$ cat config.mk
export PLATFORM = sky130hd
export DESIGN_NAME = rthc_ctrl
export DESIGN_NICKNAME = d
export VERILOG_FILES = /design/src/rtl/rthc_pkg.sv /design/src/rtl/rthc_ctrl.sv
export SDC_FILE = /design/constraint.sdc
export NUM_CORES = 1
export LEC_CHECK = 0
export BUFFER_PORTS_ARGS = -buffer_cell sky130_fd_sc_hd__buf_2
export CAP_MARGIN = 0
export CORE_MARGIN = 2
export CORE_UTILIZATION = 53
export DETAILED_ROUTE_END_ITERATION = 7
export PLACE_DENSITY = 0.78
export SLEW_MARGIN = 25
export SYNTH_ARGS = -nofsm -noshare
export SYNTH_HDL_FRONTEND = slang
export SYNTH_SLANG_ARGS = --single-unit
$ cat constraint.sdc
create_clock -name clk -period 2.4 [get_ports clk]
set_input_delay 0.12 -clock clk [delete_from_list [all_inputs] [get_ports clk]]
set_output_delay 0.12 -clock clk [all_outputs]
set_load 0.03 [all_outputs]
$ cat src/rtl/rthc_pkg.sv
// Shared types, constants and the product schedule for the ray/triangle hit counter.
package rthc_pkg;

    localparam int DIGIT_W   = 32;
    localparam int DIG_IDX_W = 3;
    localparam int STEP_W    = 5;
    localparam int CFG_IDX_W = 3;
    localparam int TOL_W     = 16;

    localparam logic [TOL_W-1:0] TOL_RESET = 16'd4;

    localparam logic [CFG_IDX_W-1:0] REG_ORIGIN_X = 3'd0;
    localparam logic [CFG_IDX_W-1:0] REG_ORIGIN_Y = 3'd1;
    localparam logic [CFG_IDX_W-1:0] REG_ORIGIN_Z = 3'd2;
    localparam logic [CFG_IDX_W-1:0] REG_DIR_X    = 3'd3;
    localparam logic [CFG_IDX_W-1:0] REG_DIR_Y    = 3'd4;
    localparam logic [CFG_IDX_W-1:0] REG_DIR_Z    = 3'd5;
    localparam logic [CFG_IDX_W-1:0] REG_TOL      = 3'd6;

    localparam logic [STEP_W-1:0] STEP_FIRST    = 5'd0;
    localparam logic [STEP_W-1:0] STEP_DET_END  = 5'd8;
    localparam logic [STEP_W-1:0] STEP_NU_START = 5'd9;
    localparam logic [STEP_W-1:0] STEP_NT_END   = 5'd23;
    localparam logic [STEP_W-1:0] STEP_LO       = 5'd24;

    typedef enum logic [2:0] {A_DIR, A_E1, A_E2, A_SV, A_TOL} a_grp_t;
    typedef enum logic [2:0] {B_E1, B_E2, B_H, B_Q, B_DET} b_grp_t;
    typedef enum logic [2:0] {D_NONE, D_H, D_Q, D_DET, D_NU, D_NV, D_NT, D_LO} d_grp_t;

    typedef enum logic [2:0] {
        ST_IDLE, ST_MUL, ST_ACC, ST_DET, ST_FIX, ST_CHK, ST_DONE
    } state_t;

    typedef struct packed {
        a_grp_t     a_grp;
        logic [1:0] a_idx;
        b_grp_t     b_grp;
        logic [1:0] b_idx;
        logic       neg;
        logic       first;
        d_grp_t     d_grp;
        logic [1:0] d_idx;
    } op_t;

    typedef struct packed {
        logic                 load;
        logic                 mul;
        logic                 top;
        logic [DIG_IDX_W-1:0] dig;
        logic                 acc;
        logic [STEP_W-1:0]    step;
        logic                 fix;
        logic                 chk;
        logic                 miss;
        logic                 emit;
    } cmd_t;

    // h = d x e2, det = e1.h, nu = s.h, q = s x e1, nv = d.q, nt = e2.q, lo = tol*|det|
    function automatic op_t op_of(input logic [STEP_W-1:0] step);
        op_t op;
        case (step)
            5'd0:  op = '{A_DIR, 2'd1, B_E2,  2'd2, 1'b0, 1'b1, D_NONE, 2'd0};
            5'd1:  op = '{A_DIR, 2'd2, B_E2,  2'd1, 1'b1, 1'b0, D_H,    2'd0};
            5'd2:  op = '{A_DIR, 2'd2, B_E2,  2'd0, 1'b0, 1'b1, D_NONE, 2'd0};
            5'd3:  op = '{A_DIR, 2'd0, B_E2,  2'd2, 1'b1, 1'b0, D_H,    2'd1};
            5'd4:  op = '{A_DIR, 2'd0, B_E2,  2'd1, 1'b0, 1'b1, D_NONE, 2'd0};
            5'd5:  op = '{A_DIR, 2'd1, B_E2,  2'd0, 1'b1, 1'b0, D_H,    2'd2};
            5'd6:  op = '{A_E1,  2'd0, B_H,   2'd0, 1'b0, 1'b1, D_NONE, 2'd0};
            5'd7:  op = '{A_E1,  2'd1, B_H,   2'd1, 1'b0, 1'b0, D_NONE, 2'd0};
            5'd8:  op = '{A_E1,  2'd2, B_H,   2'd2, 1'b0, 1'b0, D_DET,  2'd0};
            5'd9:  op = '{A_SV,  2'd0, B_H,   2'd0, 1'b0, 1'b1, D_NONE, 2'd0};
            5'd10: op = '{A_SV,  2'd1, B_H,   2'd1, 1'b0, 1'b0, D_NONE, 2'd0};
            5'd11: op = '{A_SV,  2'd2, B_H,   2'd2, 1'b0, 1'b0, D_NU,   2'd0};
            5'd12: op = '{A_SV,  2'd1, B_E1,  2'd2, 1'b0, 1'b1, D_NONE, 2'd0};
            5'd13: op = '{A_SV,  2'd2, B_E1,  2'd1, 1'b1, 1'b0, D_Q,    2'd0};
            5'd14: op = '{A_SV,  2'd2, B_E1,  2'd0, 1'b0, 1'b1, D_NONE, 2'd0};
            5'd15: op = '{A_SV,  2'd0, B_E1,  2'd2, 1'b1, 1'b0, D_Q,    2'd1};
            5'd16: op = '{A_SV,  2'd0, B_E1,  2'd1, 1'b0, 1'b1, D_NONE, 2'd0};
            5'd17: op = '{A_SV,  2'd1, B_E1,  2'd0, 1'b1, 1'b0, D_Q,    2'd2};
            5'd18: op = '{A_DIR, 2'd0, B_Q,   2'd0, 1'b0, 1'b1, D_NONE, 2'd0};
            5'd19: op = '{A_DIR, 2'd1, B_Q,   2'd1, 1'b0, 1'b0, D_NONE, 2'd0};
            5'd20: op = '{A_DIR, 2'd2, B_Q,   2'd2, 1'b0, 1'b0, D_NV,   2'd0};
            5'd21: op = '{A_E2,  2'd0, B_Q,   2'd0, 1'b0, 1'b1, D_NONE, 2'd0};
            5'd22: op = '{A_E2,  2'd1, B_Q,   2'd1, 1'b0, 1'b0, D_NONE, 2'd0};
            5'd23: op = '{A_E2,  2'd2, B_Q,   2'd2, 1'b0, 1'b0, D_NT,   2'd0};
            5'd24: op = '{A_TOL, 2'd0, B_DET, 2'd0, 1'b0, 1'b1, D_LO,   2'd0};
            default: op = '{A_TOL, 2'd0, B_DET, 2'd0, 1'b0, 1'b1, D_NONE, 2'd0};
        endcase
        return op;
    endfunction

endpackage

$ cat src/rtl/rthc_ctrl.sv
// Controller: sequences the product schedule, the determinant test and the result handoff.
module rthc_ctrl
    import rthc_pkg::*;
#(
    parameter int COORD_BITS = 32
) (
    input  logic clk,
    input  logic rst_n,
    input  logic s_valid,
    output logic s_ready,
    output logic m_valid,
    input  logic m_ready,
    input  logic det_small,
    output cmd_t cmd
);

    localparam int EW  = COORD_BITS + 1;
    localparam int HW  = 2 * COORD_BITS + 3;
    localparam int DDW = 3 * COORD_BITS + 6;
    localparam int NDE = (EW + DIGIT_W - 1) / DIGIT_W;
    localparam int NDH = (HW + DIGIT_W - 1) / DIGIT_W;
    localparam int NDD = (DDW + DIGIT_W - 1) / DIGIT_W;

    state_t               state_reg, state_next;
    logic [STEP_W-1:0]    step_reg, step_next;
    logic [DIG_IDX_W-1:0] dig_reg, dig_next;
    logic                 out_valid_reg, out_valid_next;
    op_t                  op_cur, op_nxt;
    op_t                  op_first, op_nu, op_lo;

    function automatic logic [DIG_IDX_W-1:0] top_dig(input b_grp_t g);
        logic [DIG_IDX_W-1:0] r;
        case (g)
            B_E1, B_E2: r = DIG_IDX_W'(NDE - 1);
            B_H, B_Q:   r = DIG_IDX_W'(NDH - 1);
            default:    r = DIG_IDX_W'(NDD - 1);
        endcase
        return r;
    endfunction

    assign op_cur   = op_of(step_reg);
    assign op_nxt   = op_of(step_reg + STEP_W'(1));
    assign op_first = op_of(STEP_FIRST);
    assign op_nu    = op_of(STEP_NU_START);
    assign op_lo    = op_of(STEP_LO);
    assign m_valid  = out_valid_reg;

    always_ff @(posedge clk or negedge rst_n)
    begin
        if (!rst_n)
        begin
            state_reg     <= ST_IDLE;
            step_reg      <= '0;
            dig_reg       <= '0;
            out_valid_reg <= 1'b0;
        end
        else
        begin
            state_reg     <= state_next;
            step_reg      <= step_next;
            dig_reg       <= dig_next;
            out_valid_reg <= out_valid_next;
        end
    end

    always_comb
    begin
        state_next = state_reg;
        step_next  = step_reg;
        dig_next   = dig_reg;
        s_ready    = 1'b0;
        cmd        = '0;
        cmd.step   = step_reg;
        cmd.dig    = dig_reg;
        cmd.top    = (dig_reg == top_dig(op_cur.b_grp));
        case (state_reg)
            ST_IDLE:
            begin
                s_ready = 1'b1;
                if (s_valid)
                begin
                    cmd.load   = 1'b1;
                    step_next  = STEP_FIRST;
                    dig_next   = top_dig(op_first.b_grp);
                    state_next = ST_MUL;
                end
            end
            ST_MUL:
            begin
                cmd.mul = 1'b1;
                if (dig_reg == '0)
                    state_next = ST_ACC;
                else
                    dig_next = dig_reg - DIG_IDX_W'(1);
            end
            ST_ACC:
            begin
                cmd.acc = 1'b1;
                if (step_reg == STEP_DET_END)
                    state_next = ST_DET;
                else if (step_reg == STEP_NT_END)
                    state_next = ST_FIX;
                else if (step_reg == STEP_LO)
                    state_next = ST_CHK;
                else
                begin
                    step_next  = step_reg + STEP_W'(1);
                    dig_next   = top_dig(op_nxt.b_grp);
                    state_next = ST_MUL;
                end
            end
            ST_DET:
            begin
                if (det_small)
                begin
                    cmd.miss   = 1'b1;
                    state_next = ST_DONE;
                end
                else
                begin
                    step_next  = STEP_NU_START;
                    dig_next   = top_dig(op_nu.b_grp);
                    state_next = ST_MUL;
                end
            end
            ST_FIX:
            begin
                cmd.fix    = 1'b1;
                step_next  = STEP_LO;
                dig_next   = top_dig(op_lo.b_grp);
                state_next = ST_MUL;
            end
            ST_CHK:
            begin
                cmd.chk    = 1'b1;
                state_next = ST_DONE;
            end
            ST_DONE:
            begin
                if (!out_valid_reg || m_ready)
                begin
                    cmd.emit   = 1'b1;
                    state_next = ST_IDLE;
                end
            end
            default:
            begin
                state_next = ST_IDLE;
            end
        endcase
    end

    always_comb
    begin
        if (cmd.emit)
            out_valid_next = 1'b1;
        else if (m_ready)
            out_valid_next = 1'b0;
        else
            out_valid_next = out_valid_reg;
    end

endmodule

# ---- Word level (Yosys, flattened, before mapping)
# Memories as Yosys holds them, arrays and structs flattened.
# Index checks and enable logic that the tools add are counted.
dict set report classes {
  add_sub_neg 2
  eq_ne 24
  n_mux 35
  n_reduce_logical 16
}
# cell n
set op_table {}
lappend op_table {{$mux 3} 12}
lappend op_table {{$mux 5} 5}
lappend op_table {{$pmux 3 s7} 1}
lappend op_table {{$pmux 5 s4} 1}
lappend op_table {{$eq 3x2->1 const B} 6}
lappend op_table {{$ne 2x2->1 const B} 8}
lappend op_table {{$pmux 3 s5} 1}
lappend op_table {{$mux 1} 13}
lappend op_table {{$logic_not 3->1} 4}
lappend op_table {{$eq 5x5->1 const B} 2}
lappend op_table {{$eq 3x1->1 const B} 3}
lappend op_table {{$eq 3x3->1 const B} 3}
lappend op_table {{$pmux 2 s2} 2}
lappend op_table {{$reduce_or 2->1} 4}
lappend op_table {{$reduce_and 7->1} 1}
lappend op_table {{$reduce_and 6->1} 1}
lappend op_table {{$add 5x1->5 const B} 1}
lappend op_table {{$eq 5x4->1 const B} 1}
lappend op_table {{$reduce_bool 5->1} 1}
lappend op_table {{$reduce_bool 4->1} 1}
lappend op_table {{$eq 3x3->1} 1}
lappend op_table {{$reduce_and 3->1} 1}
lappend op_table {{$sub 3x1->3 const B} 1}
lappend op_table {{$reduce_bool 2->1} 1}
lappend op_table {{other kinds (2)} 2}
dict set report totals {
  ff_bits 12
  mem_bits_ro 1088
  inputBits 5
  out_inout_bits 18
  elab_cells 83
  memories 2
}
# memory words word_bits rd rd_ports_with_merged_regs wr line_no
set mem_list {}
lappend mem_list {{(name not given)} 32 17 1 0 0 rthc_pkg.sv:61} ;# case (step)
lappend mem_list {{(name not given)} 32 17 1 0 0 rthc_pkg.sv:61}

# ---- Logic depth before layout (Yosys ltp)
# Gate-level depths: netlist of run 1.
# An unclocked memory read counts as a cell.
dict set report depth {
  depth_word 9
  mapped_depth 7
}

# ---- Worst setup path before layout of run 1
# OpenSTA, ideal clock, no wires.
dict set report synth_path {
  path_type {register to output}
  start {reg step_reg[4]}
  end {out cmd[13] in the netlist's numbering}
  arrival_time_ps 1934
  required_ps 2280
  path_slack_ps 346
  path_stages_with_launch 6
  cell_sequence {dfrtp_1 -> buf_2 -> o21ai_1 -> a21oi_1 -> o21ai_1 -> a221oi_1}
}
# item line_no
set synth_rtl {}
lappend synth_rtl {{start, declared} rthc_ctrl.sv:25} ;# logic [STEP_W-1:0] step_reg, step_next;
lappend synth_rtl {{start signal, assigned} rthc_ctrl.sv:60} ;# step_reg <= step_next;
lappend synth_rtl {{end, declared} rthc_ctrl.sv:14} ;# output cmd_t cmd

# ---- Worst setup path after layout of run 1
dict set report layout_path {
  start {reg dig_reg[0]}
  end {reg dig_reg[2]}
}
dict set report layout_between {
  elab_chain_cells 3
}
# item line_no
set layout_lines {}
lappend layout_lines {{start, declared} rthc_ctrl.sv:26} ;# logic [DIG_IDX_W-1:0] dig_reg, dig_next;
lappend layout_lines {{start signal, assigned} rthc_ctrl.sv:61} ;# dig_reg <= dig_next;
lappend layout_lines {{$sub 3x1->3 or $logic_not 3->1 (tied branches)} {rthc_ctrl.sv:94, rthc_ctrl.sv:91}}
lappend layout_lines {{$mux 3 or $ne 2x2->1 (tied branches)} -}
lappend layout_lines {{$pmux 3 s5 or $reduce_and 7->1 (tied branches)} -}
# Parallel ways exist; a longest one is shown, timed or not. The select of a mux whose other input is x is not followed.
# A chain may end at the register's enable or synchronous reset.

==> results of run 1 <==
==> cells by family (layout without fill, tap and decap cells) <==
family	Yosys count	count (layout)	synth area share
xor gates and xnor gates	5	5	0.0409
buffers and inverters	20	39	0.0946
adders and majority gates	4	4	0.0467
AOI/OAI and AO/OA	40	40	0.251
muxes	2	2	0.0187
and+or+nand+nor	52	52	0.268
DFF	12	12	0.280
==> metrics by stage <==
step | hold WS (ns) | power (mW) | utilization
after floorplan | -0.176 | 1.28 | -
after global placement | 0.0180 | 1.50 | 0.601
after detailed placement | 0.0200 | 1.51 | 0.601
after CTS | 0.150 | 1.69 | 0.624
after global routing | 0.188 | 1.83 | 0.624
final | 0.150 | 1.70 | 0.624
==> timing repair <==
action / 4_1_cts / 5_1_grt
gates resized for setup: 0 / 0
setup buffers: 0 / 0
hold endpoints to repair: 12 / 0
hold buffers: 1 / 0
==> layer usage <==
metal / vias up / GRT usage / wire [um]
met5: - / 0 / 0
met1: 504 / 0.321 / 1220
met2: 33 / 0.416 / 1250
met3: 7 / 0.0429 / 142
met4: 0 / 0.100 / 63
li1: 517 / - / -
==> power by group through the flow <==
stage | clock network [mW] | logic, mW | registers [mW]
floorplan | 0 | 0.864 | 0.420
global placement | 0 | 1.09 | 0.407
detailed placement | 0 | 1.10 | 0.416
CTS | 0.174 | 1.11 | 0.411
global route | 0.185 | 1.22 | 0.430
finish | 0.171 | 1.12 | 0.415
==> cell type report <==
type | count | area, um2 | share of cell area
repair buffers | 25 | 135 | 0.111
clock buffers | 4 | 36.3 | 0.0299
well taps | 27 | 33.8 | 0.0279
multi-input cells | 103 | 669 | 0.552
flip-flops and latches | 12 | 300 | 0.248
inverters | 10 | 37.5 | 0.0310
==> critical path, cell delays in order (launching register included) <==
cell and delay (ns):
dfrtp_1 0.42, inv_1 0.12, ha_1 0.22, nor3b_1 0.14, o21a_1 0.23, a211oi_4 0.41
o21ai_1 0.13, a22o_1 0.24
==> worst max path at each step <==
| stage | from | endpoint | slack (ns) | cells after the start |
|---|---|---|---|---|
| after CTS | dig_reg[0] | dig_reg[2] | 0.39 | 7 |
| final | dig_reg[0] | dig_reg[2] | 0.38 | 7 |
| after global routing | step_reg[2] | cmd[13] | 0.24 | 5 |
| after global placement | dig_reg[0] | dig_reg[2] | 0.47 | 7 |
| after detailed placement | dig_reg[0] | dig_reg[2] | 0.41 | 7 |
| after floorplan | step_reg[4] | cmd[13] | 0.35 | 5 |
==> cell usage in the layout, fill, tap and decap left out, types with 2 or more instances in the layout <==
cell type  Yosys  routed
nor2b_1        5       5
a21o_1         3       3
inv_2          2       2
o22ai_1        3       3
a22o_1         2       2
a211oi_1       2       2
dfrtp_1       12      12
o21ai_1        5       5
buf_2          3      22
ha_1           4       4
nand3b_1       2       2
clkbuf_4       0       3
o21ai_0        4       4
xnor2_1        3       3
nor3_1         5       5
nor3b_1        2       2
nand3_1        5       5
nand2b_1       3       3
inv_1          8       8
nand2_1       13      13
mux2i_1        2       2
nor2_1         8       8
buf_4          4       2
and2_1         2       2
xor2_1         2       2
a21oi_1       11      11
==> results.sh, run 1 <==
export IMPL_synth_edf_count=0
export IMPL_layout_nets=164
export IMPL_fin_ws_ns=0.380
export IMPL_io_pins=23
export IMPL_drive_above_1_share=0.234
export IMPL_firstDrtPassIters=4
export IMPL_slew_violations=0
export IMPL_yosysMostFrequentCell="nand2_1"
export IMPL_synthTopCellsByCount="13 x nand2_1, 12 x dfrtp_1, 11 x a21oi_1"
export IMPL_hp_start="m_ready"
export IMPL_netlist_area_um2=1070
export IMPL_switching_power_mw=0.926
export IMPL_post_route_drc_count=0
export IMPL_p_int_mw=0.776
export IMPL_vias=1061
export IMPL_portBuffers=22
export IMPL_drtIter0Drc=36
export IMPL_synth_largest_area_cell="dfrtp_1"
export IMPL_vias_per_cell=5.86
export IMPL_clock_latency_ns=0.29
export IMPL_dp_slack_ns=0.406
export IMPL_h_tree_depth=1
export IMPL_p_per_area_nw_per_um2=1400
export IMPL_fin_skew_ns=0.00169
export IMPL_maxSlewHeadroom=0.626
export IMPL_cp_data_arrival_time_ns=2.20
export IMPL_ys_types=44
export IMPL_fp_dieW_um=49.0
export IMPL_status="finished, final reports clean"
export IMPL_avgRoutedWirePerCell_um=14.8
export IMPL_synth_avg_cell_area_um2=7.93
export IMPL_initial_core_util=0.552
export IMPL_cts_sinks=12
export IMPL_antenna_found_initial=0
export IMPL_finalWirelength_mm=2.68
export IMPL_postRouteAntennaNets=0
export IMPL_die_y_um=49.0
export IMPL_reg2reg_to="dig_reg[2]"
export IMPL_synth_main_ff_cell="dfrtp_1"
export IMPL_clk_path_buf_depth=2
export IMPL_finalSetupTns_ns=0
export IMPL_globalplace_congestion=0.892
export IMPL_fillers=183
export IMPL_period_share=0.842
export IMPL_grt_max_degree=17
export IMPL_cp_max_fo=10
export IMPL_r2r_start="dig_reg[0]"
export IMPL_cp_start_kind="register"
export IMPL_cap_violations=0
export IMPL_rows=16
export IMPL_grt_remaining_overflow=0
export IMPL_core_um2=1940
export IMPL_p_leak_nw=0.625
export IMPL_synth_fp_nets=144
export IMPL_pwr_share_seq=0.244
export IMPL_crit_required_ns=2.59
export IMPL_synth_async_reset_ratio=1.00
export IMPL_power_frac_comb=0.656
export IMPL_ys_seq_elements=12
export IMPL_clkPwrFrac=0.100
export IMPL_grt_total_usage=0.250
export IMPL_final_setup_viol_count=0
export IMPL_rsz0062_at_grt="false"
export IMPL_largest_register_ffs=5
export IMPL_diodes=0
export IMPL_endpoint_kind="register"
export IMPL_worstSetupPathType="register to register"
export IMPL_cts_root_buf="clkbuf_4"
export IMPL_timing_final_crit_period_ns=2.02
export IMPL_r2r_slack_ns=0.38
export IMPL_syn_to_final_growth_pct=13.2
export IMPL_cts_tree="done"
export IMPL_sw_frac_of_total=0.544
export IMPL_synthCells=135
export IMPL_numCtsBuffers=3
export IMPL_reg2reg_depth=7
export IMPL_ir_worst_vdd_mv=0.797
export IMPL_ys_seq_area_frac=0.280
export IMPL_grt_pass1_vias=1006
export IMPL_post_place_cells=176
export IMPL_synth_top_area_frac=0.280
export IMPL_finalHoldViolations=0
export IMPL_final_area_um2=1210
export IMPL_whs_path_depth=3
export IMPL_yosys_warnings=0
export IMPL_hold_end="m_valid"
export IMPL_synth_area_leaders="dfrtp_1 28%, a21oi_1 5.1%, ha_1 4.7%, nand2_1 4.6%, nor2b_1 2.9%"
export IMPL_fmax_ghz=0.495
export IMPL_hpwl_mm=1.94
export IMPL_worstMarginPinSlew_ns=0.560
export IMPL_fin_cells=181
export IMPL_grt_pass1_wl_mm=4.62
export IMPL_die_area_um2=2400
export IMPL_post_dp_cell_area_um2=1170
export IMPL_clkTransAtPathRegs_ns=0.08
export IMPL_hold_path_class="primary input to register"
Note: power is estimated with default switching activity, not from simulation.
==> run 2, diff against run 1 <==
- ABC_AREA: not set -> 1
- CORE_UTILIZATION: 53 -> 48
- PLACE_DENSITY: 0.78 -> 0.75
- clock period: 2.4 -> 1.7 ns (I/O delays scaled with it)
==> run 2 against run 1 <==
Worst hold slack improved by 0.037 ns. Non-clock buffer count increased by 6. Wire length decreased by 2.6%. Total power increased by 46%. Global-route usage decreased by 3.3 points. Via count increased by 5.5%. Register-to-register slack got worse by 0.33 ns. Sequential power increased by 20%. Synthesized cell count increased by 16%. Critical path type unchanged. Critical endpoint is now step_reg[0]. Largest power group unchanged.
==> results.sh, run 2 <==
export IMPL_cpMostUsedCell="nand2_1"
export IMPL_cp_endpoint="step_reg[0]"
export IMPL_yosys_warnings=0
export IMPL_cap_violations=0
export IMPL_hpwl_mm=1.94
export IMPL_clkTransAtPathRegs_ns=0.09
export IMPL_initial_core_util=0.517
export IMPL_endpoint_kind="register"
export IMPL_crit_family="simple AND/OR/NAND/NOR gates"
export IMPL_drtIter0Drc=30
export IMPL_grt_pass1_wl_mm=4.18
export IMPL_r2r_slack_ns=0.05
export IMPL_final_cell_mix="48 x nand2_1, 21 x buf_2, 19 x inv_1"
export IMPL_fin_ws_ns=0.0535
export IMPL_ys_seq_elements=12
export IMPL_clock_latency_ns=0.29
export IMPL_ys_types=24
export IMPL_final_common_cell="nand2_1"
export IMPL_grt_max_degree=13
export IMPL_crit_chain="inv_2 > ha_1 > nand2_2 > nor2_4 > nand2_1 > nand2_1 > nand2_2 > nand2_4 > nor2_8 > nand2_8 > nand2_1 > o21ai_2"
export IMPL_synth_async_reset_ratio=1.00
export IMPL_synth_fp_nets=165
export IMPL_timing_final_crit_period_ns=1.65
export IMPL_netlist_area_um2=1030
export IMPL_p_leak_nw=0.729
export IMPL_status="finished, final reports clean"
export IMPL_synthTopCellsByCount="52 x nand2_1, 21 x inv_1, 17 x nor2_1"
export IMPL_synth_main_ff_cell="dfrtp_1"
export IMPL_die_area_um2=2540
export IMPL_globalplace_congestion=0.891
export IMPL_die_y_um=50.4
export IMPL_fin_skew_ns=0.00191
export IMPL_slew_violations=0
export IMPL_ir_worst_vdd_mv=1.12
export IMPL_vias_per_cell=5.20
export IMPL_cp_start_kind="register"
export IMPL_critPathBufInv=1
export IMPL_cp_max_fo=7
export IMPL_crit_required_ns=1.88
export IMPL_reg2reg_depth=12
export IMPL_synth_edf_count=0
export IMPL_hp_start="det_small"
export IMPL_postRouteAntennaNets=0
export IMPL_firstDrtPassIters=4
export IMPL_critical_path_depth=12
export IMPL_synthCells=156
export IMPL_rows=16
export IMPL_cts_sinks=12
export IMPL_maxSlewHeadroom=0.783
export IMPL_post_route_drc_count=0
export IMPL_antenna_found_initial=0
export IMPL_reg2reg_to="step_reg[0]"
export IMPL_final_setup_viol_count=0
export IMPL_yosysMostFrequentCell="nand2_1"
export IMPL_period_share=0.969
export IMPL_cts_tree="done"
export IMPL_io_pins=23
export IMPL_fp_dieW_um=50.4
export IMPL_finalHoldViolations=0
export IMPL_postLayoutCoreUtil=0.666
export IMPL_hold_path_class="primary input to register"
export IMPL_worstMarginPinSlew_ns=0.325
export IMPL_cts_root_buf="clkbuf_4"
export IMPL_grt_pass1_vias=999
export IMPL_worstSetupPathType="register to register"
export IMPL_avgRoutedWirePerCell_um=12.1
export IMPL_dp_slack_ns=0.0550
export IMPL_r2r_start="step_reg[0]"
export IMPL_grt_total_usage=0.217
export IMPL_largest_register_ffs=5
export IMPL_portBuffers=22
export IMPL_layout_nets=198
export IMPL_synth_area_leaders="dfrtp_1 29%, nand2_1 19%, inv_1 7.6%, nor2_1 6.2%, ha_1 4.8%"
export IMPL_syn_to_final_growth_pct=28.9
export IMPL_synth_top_area_frac=0.290
export IMPL_ys_seq_area_frac=0.290
export IMPL_synth_largest_area_cell="dfrtp_1"
export IMPL_crit_start="step_reg[0]"
export IMPL_clk_path_buf_depth=2
export IMPL_crit_slowest_cell="dfrtp_2"
export IMPL_diodes=0
export IMPL_synth_avg_cell_area_um2=6.63
export IMPL_grt_remaining_overflow=0
export IMPL_fmax_ghz=0.607
export IMPL_p_per_area_nw_per_um2=1860
export IMPL_vias=1119
export IMPL_core_um2=2000
export IMPL_numCtsBuffers=3
export IMPL_drive_above_1_share=0.340
export IMPL_cpPeakStageDelay_ns=0.43
export IMPL_cp_data_arrival_time_ns=1.83
export IMPL_finalWirelength_mm=2.61
export IMPL_h_tree_depth=1
run 2: cell count changes after synthesis, moves of 5 or more:
cell	change
nor2b_1	-5
a21oi_1	-5
nand2_1	+39
nor2_1	+9
nand3_1	+5
inv_1	+13
run 2: cell families after synthesis:
family | share of synthesized area
adder cells (fa/ha/maj) | 0.0484
buffers and inverters | 0.110
AO/OA/AOI/OAI | 0.109
AND/OR/NAND/NOR | 0.426
XOR/XNOR | 0.0169
flip-flops | 0.290
run 2: repair_timing:
action / CTS / global route
hold buffers: 2 / 0
hold endpoints to repair: 13 / 0
pin swaps: 1 / 5
resized for setup: 3 / 20
cloned: 0 / 1
setup buffers: 2 / 1
setup endpoints to repair: 1 / 8
run 2: how the worst min path moves through the flow:
| stage | end | slack [ns] | cells after the start |
|---|---|---|---|
| floorplan | dig_reg[0] | -0.21 | 0 |
| global placement | m_valid | -0.01 | 1 |
| detailed placement | m_valid | -0.009 | 1 |
| CTS | state_reg[2] | 0.19 | 3 |
| global route | state_reg[2] | 0.19 | 3 |
| finish | state_reg[2] | 0.19 | 3 |
run 2: area by class of cell:
class                      count  area [um2]
multi-input combinational    119         679
fill                         179         668
sequential                    12         307
timing repair buffer          31         193
inverter                      22        85.1
clock buffer                   4        36.3
tap                           27        33.8
run 2: metal layers:
layer	part of all wire	up-vias	wire length [um]	track usage
met4	0.015	0	40	0.0541
met3	0.067	4	175	0.0298
li1	-	560	-	-
met2	0.50	46	1310	0.386
met1	0.42	509	1090	0.275
met5	0	-	0	0
run 2: power by group:
part | total (mW) | internal [mW] | switching (mW)
logic | 1.73 | 0.569 | 1.16
clock network | 0.246 | 0.131 | 0.115
registers | 0.500 | 0.382 | 0.119
total | 2.48 | 1.08 | 1.39
run 2: stage by stage:
stage                     instances  hold WS, ns  setup TNS, ns  power, mW  cell area, um2
after CTS                       213        0.187              0       2.28            1260
after detailed placement        205     -0.00880              0       2.01            1180
final                           215        0.187              0       2.48            1330
after floorplan                 156       -0.211              0       1.66            1040
after global routing            215        0.189         -0.110       2.67            1330
after global placement          205      -0.0118              0       1.99            1180
run 2: worst reg2reg max path: cells and delay by family (launching register included):
kind | cells | cell delay [ns]
and+or+nand+nor | 9 | 0.79
DFF | 1 | 0.43
adders and majority gates | 1 | 0.21
buffers and inverters | 1 | 0.05
AOI/OAI and AO/OA | 1 | 0.05
==> run 3, diff against run 2 <==
- REMOVE_ABC_BUFFERS: not set -> 1
==> run 3 against run 2 <==
Clock power decreased by 24%. Wire length grew 5.1%. Sequential share of layout area up 0.49 points. Cell area fell by 1.7%. Non-clock buffer count up 1. Flip-flop and latch count stayed put. First-iteration DRC count is 17% higher. Sequential power about the same. Total power decreased by 3.4%. Register-to-register slack better by 0.07 ns. Critical path depth is 4 lower. Largest power group unchanged.
==> results.sh, run 3 (synthesis results as in run 2) <==
export IMPL_status="finished, final reports clean"
export IMPL_diodes=0
export IMPL_vias_per_cell=5.28
export IMPL_rows=16
export IMPL_io_pins=23
export IMPL_ir_worst_vdd_mv=1.10
export IMPL_clk_path_buf_depth=2
export IMPL_cp_data_arrival_time_ns=1.56
export IMPL_largest_register_ffs=5
export IMPL_finalWirelength_mm=2.74
export IMPL_grt_remaining_overflow=0
export IMPL_grt_total_usage=0.223
export IMPL_fillers=169
export IMPL_hold_slack_ns=0.193
export IMPL_fin_skew_ns=0.00160
export IMPL_cts_sinks=12
export IMPL_h_tree_depth=1
export IMPL_worstMarginPinSlew_ns=0.298
export IMPL_grt_max_degree=15
export IMPL_rsz0062_at_grt="true"
export IMPL_hpwl_mm=1.95
export IMPL_p_per_area_nw_per_um2=1820
export IMPL_syn_to_final_growth_pct=26.7
export IMPL_cap_violations=0
export IMPL_worstSetupPathType="register to primary output"
export IMPL_power_mw=2.39
export IMPL_whs_path_depth=3
export IMPL_drive_above_1_share=0.330
export IMPL_hold_path_class="primary input to register"
export IMPL_cts_tree="done"
export IMPL_firstDrtPassIters=4
export IMPL_cp_max_fo=5
export IMPL_drtIter0Drc=35
export IMPL_final_common_cell="nand2_1"
export IMPL_p_leak_nw=0.723
export IMPL_vias=1136
export IMPL_antenna_found_initial=0
export IMPL_portBuffers=22
export IMPL_finalHoldViolations=0
export IMPL_layout_nets=199
export IMPL_slew_violations=0
export IMPL_numCtsBuffers=3
export IMPL_final_cell_mix="49 x nand2_1, 21 x buf_2, 20 x inv_1"
export IMPL_die_y_um=50.4
export IMPL_final_setup_viol_count=0
export IMPL_avgRoutedWirePerCell_um=12.7
export IMPL_grt_pass1_vias=1013
export IMPL_reg2reg_depth=12
export IMPL_die_area_um2=2540
export IMPL_grt_pass1_wl_mm=4.25
export IMPL_postRouteAntennaNets=0
export IMPL_timing_final_crit_period_ns=1.65
export IMPL_post_route_drc_count=0
export IMPL_period_share=0.969
export IMPL_core_um2=2000
export IMPL_fmax_ghz=0.607
export IMPL_cp_start_kind="register"
export IMPL_fp_dieW_um=50.4
export IMPL_endpoint_kind="primary output"
export IMPL_initial_core_util=0.517
export IMPL_clkTransAtPathRegs_ns=0.08
export IMPL_cts_root_buf="clkbuf_4"
export IMPL_globalplace_congestion=0.859
export IMPL_crit_required_ns=1.62
export IMPL_maxSlewHeadroom=0.801
export IMPL_clock_latency_ns=0.29
## run 3: routing by layer
layer  global-route usage  vias up  part of all wire
met4               0.0991        0             0.016
met5                    0        -                 0
met2                0.386       39              0.52
met3               0.0327        5             0.054
met1                0.273      533              0.41
li1                     -      559                 -
## run 3: final timing paths
path | startpoint | to | slack [ns]
worst max-delay path | step_reg[3] | cmd[13] | 0.05
worst min-delay path | det_small | state_reg[2] | 0.19
worst max register to register | step_reg[0] | step_reg[0] | 0.12
worst min register to register | dig_reg[1] | dig_reg[1] | 0.50
max in group asynchronous | rst_n | state_reg[2] | 1.25
min in group asynchronous | rst_n | step_reg[1] | 0.21
## run 3: critical path, stage by stage, from the launching register on
cell and delay [ns]:
dfrtp_2 0.45, inv_4 0.09, nor2_2 0.03, a21oi_1 0.11, nand2_1 0.11, a21oi_1 0.16, o21ai_1 0.08, nor2_1 0.08
buf_4 0.16
## run 3: cell type report
class,count,area [um2],area share
clock buffer,3,22.5,0.0172
inverter,22,85.1,0.0649
multi-input combinational,119,669,0.510
sequential,12,308,0.235
tap,27,33.8,0.0258
timing repair buffer,32,193,0.147
## run 3: through the flow
step / instance area (um2) / instances / TNS (ns) / utilization / setup slack [ns]
6_report: 1310 / 215 / 0 / 0.655 / 0.0530
5_1_grt: 1310 / 215 / -0.0225 / 0.655 / -0.0225
4_1_cts: 1220 / 209 / 0 / 0.608 / 0.0151
3_5_place_dp: 1170 / 204 / 0 / 0.584 / 0.0368
3_3_place_gp: 1170 / 204 / 0 / 0.584 / 0.102
2_1_floorplan: 1000 / 152 / -0.268 / - / -0.0581
## run 3: what timing repair did
item,in CTS,in global routing
pin swaps,0,4
gates cloned,0,1
setup buffers,0,5
endpoints found under the setup margin,1,10
hold buffers,2,0
hold endpoints to repair,13,0
resized for setup,4,17
## run 3: where the power goes
group	internal [mW]	switching [mW]	total, mW
combinational	0.550	1.16	1.70
clock	0.0825	0.106	0.188
sequential	0.385	0.113	0.498
